### config.mk
export PLATFORM = sky130hd
export DESIGN_NAME = sorted_list_engine
export DESIGN_NICKNAME = d
export VERILOG_FILES = /design/src/hdl/sle_pkg.sv /design/src/hdl/sle_datapath.sv /design/src/hdl/sle_ctrl.sv /design/src/hdl/sorted_list_engine.sv
export SDC_FILE = /design/constraint.sdc
export NUM_CORES = 2
export LEC_CHECK = 0
export BUFFER_PORTS_ARGS = -buffer_cell sky130_fd_sc_hd__buf_2
export CORE_MARGIN = 8
export CORE_UTILIZATION = 25
export DETAILED_ROUTE_END_ITERATION = 8
export GPL_ROUTABILITY_DRIVEN = 0
export GPL_TIMING_DRIVEN = 1
export MAX_ROUTING_LAYER = met4
export PLACE_DENSITY = 0.52
export SLEW_MARGIN = 0
export SYNTH_ARGS = -nofsm -noshare
export SYNTH_HDL_FRONTEND = slang
export SYNTH_SLANG_ARGS = --single-unit
### constraint.sdc
create_clock -name clock -period 5.5 [get_ports clock]
set_clock_uncertainty 0.05 [all_clocks]
set_input_delay 0.55 -clock clock [delete_from_list [all_inputs] [get_ports clock]]
set_output_delay 0.55 -clock clock [all_outputs]
set_load 0.005 [all_outputs]
### src/hdl/sle_pkg.sv
// shared constants, codes and types for the sorted list engine
package sle_pkg;

   // store depth and derived widths
   localparam int CAPACITY = 16;
   localparam int CNT_W    = $clog2(CAPACITY + 1);
   localparam int KEY_W    = 32;
   localparam int TOTAL_W  = 5;

   // stream payload widths, padded to whole bytes
   localparam int REQ_W = 40;
   localparam int RSP_W = 40;

   // action codes
   typedef enum logic [1:0] {
      ACT_INSERT = 2'd0,
      ACT_REMOVE = 2'd1,
      ACT_POP    = 2'd2,
      ACT_CLEAR  = 2'd3
   } action_type;

   // status codes
   typedef enum logic [1:0] {
      ST_OK        = 2'd0,
      ST_NOT_FOUND = 2'd1,
      ST_EMPTY     = 2'd2,
      ST_FULL      = 2'd3
   } status_type;

   // commands from the controller to the datapath
   typedef struct packed {
      logic load;    // capture the accepted item
      logic exec;    // apply the captured item and register its result
   } cmd_type;

endpackage

### src/hdl/sle_datapath.sv
// sorted register row with per-entry comparators, operand and result registers
module sle_datapath
   import sle_pkg::*;
(
   input  logic               clock,
   input  logic               reset,
   input  cmd_type            cmd,
   input  logic [REQ_W-1:0]   req_data,
   output logic [RSP_W-1:0]   rsp_data
);

   logic [1:0]               action_ff;
   logic signed [KEY_W-1:0]  key_ff;
   logic signed [KEY_W-1:0]  vals_ff [CAPACITY];
   logic signed [KEY_W-1:0]  vals_in [CAPACITY];
   logic signed [KEY_W-1:0]  ins_val [CAPACITY];
   logic signed [KEY_W-1:0]  rem_val [CAPACITY];
   logic signed [KEY_W-1:0]  pop_val [CAPACITY];
   logic [CAPACITY-1:0]      lt;
   logic [CAPACITY-1:0]      eq;
   logic [CNT_W-1:0]         count_ff;
   logic [CNT_W-1:0]         count_in;
   logic                     found;
   logic                     full;
   logic                     empty;
   status_type               status;
   logic [RSP_W-1:0]         rsp_ff;
   logic signed [KEY_W-1:0]  smallest;

   // per-entry compare and shift candidates
   for (genvar i = 0; i < CAPACITY; i++) begin : g_entry
      assign lt[i] = (CNT_W'(i) < count_ff) && (vals_ff[i] < key_ff);
      assign eq[i] = (CNT_W'(i) < count_ff) && (vals_ff[i] == key_ff);

      if (i == 0) begin : g_first
         assign ins_val[i] = lt[i] ? vals_ff[i] : key_ff;
      end else begin : g_rest
         assign ins_val[i] = lt[i] ? vals_ff[i] : (lt[i-1] ? key_ff : vals_ff[i-1]);
      end

      if (i == CAPACITY - 1) begin : g_last
         assign rem_val[i] = vals_ff[i];
         assign pop_val[i] = vals_ff[i];
      end else begin : g_inner
         assign rem_val[i] = lt[i] ? vals_ff[i] : vals_ff[i+1];
         assign pop_val[i] = vals_ff[i+1];
      end
   end

   assign found = |eq;
   assign full  = (count_ff == CNT_W'(CAPACITY));
   assign empty = (count_ff == '0);

   // action decode and next store contents
   always_comb begin
      vals_in  = vals_ff;
      count_in = count_ff;
      status   = ST_OK;
      case (action_type'(action_ff))
         ACT_INSERT: begin
            if (full) begin
               status = ST_FULL;
            end else begin
               vals_in  = ins_val;
               count_in = count_ff + CNT_W'(1);
            end
         end
         ACT_REMOVE: begin
            if (empty) begin
               status = ST_EMPTY;
            end else if (!found) begin
               status = ST_NOT_FOUND;
            end else begin
               vals_in  = rem_val;
               count_in = count_ff - CNT_W'(1);
            end
         end
         ACT_POP: begin
            if (empty) begin
               status = ST_EMPTY;
            end else begin
               vals_in  = pop_val;
               count_in = count_ff - CNT_W'(1);
            end
         end
         ACT_CLEAR: begin
            count_in = '0;
         end
         default: begin
            count_in = count_ff;
         end
      endcase
   end

   assign smallest = (count_in == '0) ? '0 : vals_in[0];

   // entry count
   always_ff @(posedge clock) begin
      if (reset) begin
         count_ff <= '0;
      end else if (cmd.exec) begin
         count_ff <= count_in;
      end
   end

   // operands, store row and result payload
   always_ff @(posedge clock) begin
      if (cmd.load) begin
         action_ff <= req_data[1:0];
         key_ff    <= req_data[KEY_W+1:2];
      end
      if (cmd.exec) begin
         vals_ff <= vals_in;
         rsp_ff  <= {smallest, TOTAL_W'(count_in), (count_in == '0), status};
      end
   end

   assign rsp_data = rsp_ff;

endmodule

### src/hdl/sle_ctrl.sv
// controller: accept, execute and result handshake sequencing
module sle_ctrl
   import sle_pkg::*;
(
   input  logic    clock,
   input  logic    reset,
   input  logic    req_tvalid,
   output logic    req_tready,
   output logic    rsp_tvalid,
   input  logic    rsp_tready,
   output cmd_type cmd
);

   typedef enum logic {
      S_IDLE,
      S_EXEC
   } state_type;

   state_type state_ff;
   logic      rsp_valid_ff;
   logic      accept;

   // take an item while idle, once the result slot is free or draining this cycle
   assign req_tready = (state_ff == S_IDLE) && (!rsp_valid_ff || rsp_tready);
   assign accept     = req_tvalid && req_tready;

   assign cmd.load = accept;
   assign cmd.exec = (state_ff == S_EXEC);

   // state and result valid
   always_ff @(posedge clock) begin
      if (reset) begin
         state_ff     <= S_IDLE;
         rsp_valid_ff <= 1'b0;
      end else begin
         case (state_ff)
            S_IDLE: begin
               if (rsp_valid_ff && rsp_tready) begin
                  rsp_valid_ff <= 1'b0;
               end
               if (accept) begin
                  state_ff <= S_EXEC;
               end
            end
            S_EXEC: begin
               rsp_valid_ff <= 1'b1;
               state_ff     <= S_IDLE;
            end
            default: begin
               state_ff <= S_IDLE;
            end
         endcase
      end
   end

   assign rsp_tvalid = rsp_valid_ff;

endmodule

### src/hdl/sorted_list_engine.sv
// top level of the sorted list engine
// Keeps up to CAPACITY signed 32-bit values in nondecreasing order in a row of
// registers, each with its own comparator against the item's key. Each item
// (insert, remove key, remove smallest, clear) is first captured, then in the
// execute state all comparators and the one-place shift of the whole row
// update the store and load the result register. A new item is taken while the
// previous result waits, as long as that result is taken by then, but not before
// the previous item has executed. Every item gives one result.
module sorted_list_engine
   import sle_pkg::*;
(
   input  logic             clock,
   input  logic             reset,
   input  logic             req_tvalid,
   output logic             req_tready,
   // [1:0] action, [33:2] key, [39:34] zero
   input  logic [REQ_W-1:0] req_tdata,
   output logic             rsp_tvalid,
   input  logic             rsp_tready,
   // [1:0] status, [2] store_empty, [7:3] entry_total, [39:8] smallest_value
   output logic [RSP_W-1:0] rsp_tdata
);

   cmd_type cmd;

   // handshake and sequencing
   sle_ctrl u_ctrl (
      .clock      (clock),
      .reset      (reset),
      .req_tvalid (req_tvalid),
      .req_tready (req_tready),
      .rsp_tvalid (rsp_tvalid),
      .rsp_tready (rsp_tready),
      .cmd        (cmd)
   );

   // store and result
   sle_datapath u_datapath (
      .clock    (clock),
      .reset    (reset),
      .cmd      (cmd),
      .req_data (req_tdata),
      .rsp_data (rsp_tdata)
   );

endmodule

==> impl_metrics.csv <==
group,metric,value,unit
global_routing,grt_pass1_wl,211000,µm
logic_synthesis,ys_seq_area_frac,0.429,
worst_setup_path,reg2reg_depth,13,
floorplanning,die-area,0.179,mm²
routing,routed_via_density,5.21,
floorplanning,initial_core_util,0.251,
placed_design,dp.final_hpwl,105000,µm
final_layout,drive_gt1_frac,0.109,
routing,wire_per_inst,21.9,µm
pwr,p_int,9.16,mW
floorplanning,core_area,0.165,mm²
clock_network,root_buffer,"clkbuf_16",
routing,antenna_left,0,
worst_setup_path,end_kind,"register",
logic_synthesis,yosys_warnings,0,
timing,tightest_slew,1170,ps
clock_network,cts.sinks,593,
pwr,power_density,270,mW/mm²
worst_setup_path,worst_setup_path_start_kind,"register",
clock_network,cts_made_buffers,76,
timing,slew_viol_final,0,
pwr,switching_share,0.296,
worst_setup_path,critPathMaxFanout,20,
worst_setup_path,cp.required,5960,ps
logic_synthesis,netlist_instances,4033,
placed_design,io_buffers,79,
routing,initialDrtViolationCount,2785,
status,outcome,"completed",
worst_setup_path,worstSetupPathType,"reg2reg",
logic_synthesis,synth_area_per_cell,10.2,µm²
logic_synthesis,syn-cell-area,0.0413,mm²
logic_synthesis,ys_seq_elements,593,
pwr,p_seq_frac,0.417,
run,drv_cap,0,
global_routing,grt_pass1_vias,33500,
worst_setup_path,worstPathArrival,5300,ps
final_layout,nNetsFinal,4697,
pwr,ir_drop,0.201,mV
routing,drt_wl_total,140000,µm
clock_network,h-tree-depth,3,
worst_hold_path,min_path_type,"in2reg",
routing,drtPass1Iterations,6,
clock_network,cts_buffer_depth,3,
timing,fin_crit_sh,0.880,
logic_synthesis,synth_nets,4593,
floorplanning,die_h,423,µm
timing,setup_ws,661,ps
timing,hold_viol_final,0,
worst_hold_path,min_path_cells,1,
routing,drc_errors,0,
logic_synthesis,synth-edff-count,586,
timing,fmax,0.207,GHz
global_routing,grt_max_degree,241,
timing,rsz0062_at_grt,"false",
timing,finalSetupViolations,0,
logic_synthesis,ys.flop_type,"edfxtp_1",
pwr,finalPower,13.0,mW
pwr,leakage,18.3,nW
timing,max-slew-margin-rel,0.218,
pwr,pwr-share-clk,0.387,
routing,num_vias,33300,
logic_synthesis,synth_async_sr_flop_share,0,
floorplanning,io_pins,86,
logic_synthesis,ys_types,73,
final_layout,syn_to_final_growth,16.5,%
pwr,combinationalPowerShare,0.196,
final_layout,num_antenna_cells,0,
clock_network,clock_latency,660,ps
clock_network,cts_tree,"done",
timing,period_minus_slack,4840,ps
global_routing,grt_antenna_before_repair,0,
global_routing,overflow,0,
pwr,switching_power,3.86,mW
clock_network,path_clk_slew,60,ps
floorplanning,rows,149,
global_routing,gr-usage-all-layers,0.153,
placed_design,place_ws,641,ps
floorplanning,dieWidth,423,µm
==> flip-flops by register name, summed over array words and instances, names as in the netlist <==
signal                count
u_ctrl.rsp_tvalid         1
u_ctrl.state_ff           1
u_datapath.action_ff      2
u_datapath.count_ff       5
u_datapath.key_ff        32
u_datapath.pop_val      480
u_datapath.rsp_data      40
u_datapath.vals_ff       32
==> synthesized netlist by cell type, drive strengths merged, types with 26 or more instances <==
cell type,instances,share of area
a21o,166,0.030
a21oi,175,0.021
buf,79,0.010
clkbuf,184,0.017
edfxtp,586,0.43
ha,516,0.16
inv,64,0.0058
mux2i,302,0.073
nand2,604,0.055
nand3,219,0.027
nand4,128,0.019
nor2,113,0.010
nor2b,46,0.0070
o211ai,198,0.036
o21a,26,0.0047
o21ai,346,0.042
==> logic make-up after synthesis <==
group | count (synthesis) | synth area share
adder cells (fa/ha/maj) | 516 | 0.156
AND/OR/NAND/NOR | 1222 | 0.137
AO/OA/AOI/OAI | 1050 | 0.166
flip-flops | 593 | 0.429
XOR/XNOR | 2 | 0.000424
multiplexers | 323 | 0.0789
buffers and inverters | 327 | 0.0326
==> layout make-up <==
class | count | area [µm²]
Sequential cell | 593 | 17700
Clock buffer | 90 | 1980
Clock inverter | 47 | 447
Inverter | 64 | 240
Fill cell | 17100 | 116000
Timing Repair Buffer | 289 | 2520
Tap cell | 2189 | 2740
Multi-Input combinational cell | 3113 | 22500
==> critical path, stage by stage, from the launching register on <==
cell	delay, ps
edfxtp_1	320
buf_4	220
inv_1	370
ha_1	430
nand4_1	290
or4_1	560
or4_1	560
nand4_1	140
nor4_2	120
or3b_1	510
nor2_4	520
nor2_1	110
o221ai_2	270
o31a_1	180
==> timing repair <==
action                                 CTS  global route
hold buffers                            26             0
endpoints found under the hold margin   26             0
gates resized for setup                  0             0
setup buffers                            0             0
==> layer usage <==
layer / vias up / track usage / routed length (µm)
met5: - / - / 0
li1: 15700 / - / -
met2: 853 / 0.252 / 67000
met1: 16500 / 0.202 / 63100
met4: 0 / 0.0387 / 3580
met3: 205 / 0.0165 / 5920
==> placed cells by master, fill, tap and decap left out, types with 13 or more instances in the layout <==
master / Yosys / routed
nand4_1: 128 / 128
nor4_1: 21 / 21
inv_1: 64 / 63
and3_1: 16 / 16
clkbuf_1: 184 / 13
clkinv_1: 0 / 18
o21a_1: 26 / 18
mux2i_1: 302 / 298
dlygate4sd3_1: 0 / 26
a221oi_1: 17 / 17
a21o_1: 166 / 166
edfxtp_1: 586 / 586
buf_12: 0 / 39
nor2b_1: 46 / 46
a21oi_1: 175 / 173
o221ai_2: 20 / 20
buf_4: 3 / 145
o21ai_0: 345 / 345
o31a_1: 20 / 20
nand2b_1: 19 / 19
nand3_1: 219 / 219
nor2_1: 112 / 110
nand2_1: 604 / 602
buf_2: 64 / 79
mux2_2: 21 / 21
clkbuf_16: 0 / 77
ha_1: 516 / 516
o211ai_1: 198 / 198
==> per-stage QoR <==
step / utilization / setup TNS, ps / instances / hold WS, ps / cell area [µm²]
finish: 0.293 / 0 / 6385 / 44.2 / 48200
global route: 0.293 / 0 / 6385 / 17.4 / 48200
CTS: 0.293 / 0 / 6385 / 0.755 / 48200
detailed placement: 0.276 / 0 / 6222 / 464 / 45500
global placement: 0.276 / 0 / 6222 / 439 / 45500
floorplan: - / -90490 / 4033 / 472 / 41300
==> power by group through the flow <==
stage | Combinational, mW | Clock [mW] | Sequential [mW]
floorplan | 1.65 | 0 | 5.46
global placement | 2.46 | 0 | 5.53
detailed placement | 2.51 | 0 | 5.52
CTS | 2.54 | 5.16 | 5.43
global route | 2.81 | 5.32 | 5.45
finish | 2.55 | 5.04 | 5.43
==> final timing paths <==
| check | start | endpoint | slack [ps] |
|---|---|---|---|
| worst max-delay path | u_datapath.key_ff[4] | u_datapath.rsp_data[28] | 660 |
| worst min-delay path | req_tdata[26] | u_datapath.key_ff[24] | 40 |
| worst max register to register | u_datapath.key_ff[4] | u_datapath.rsp_data[28] | 660 |
| worst min register to register | u_ctrl.rsp_tvalid | u_ctrl.rsp_tvalid | 480 |
(Power assumes the default switching activity.)
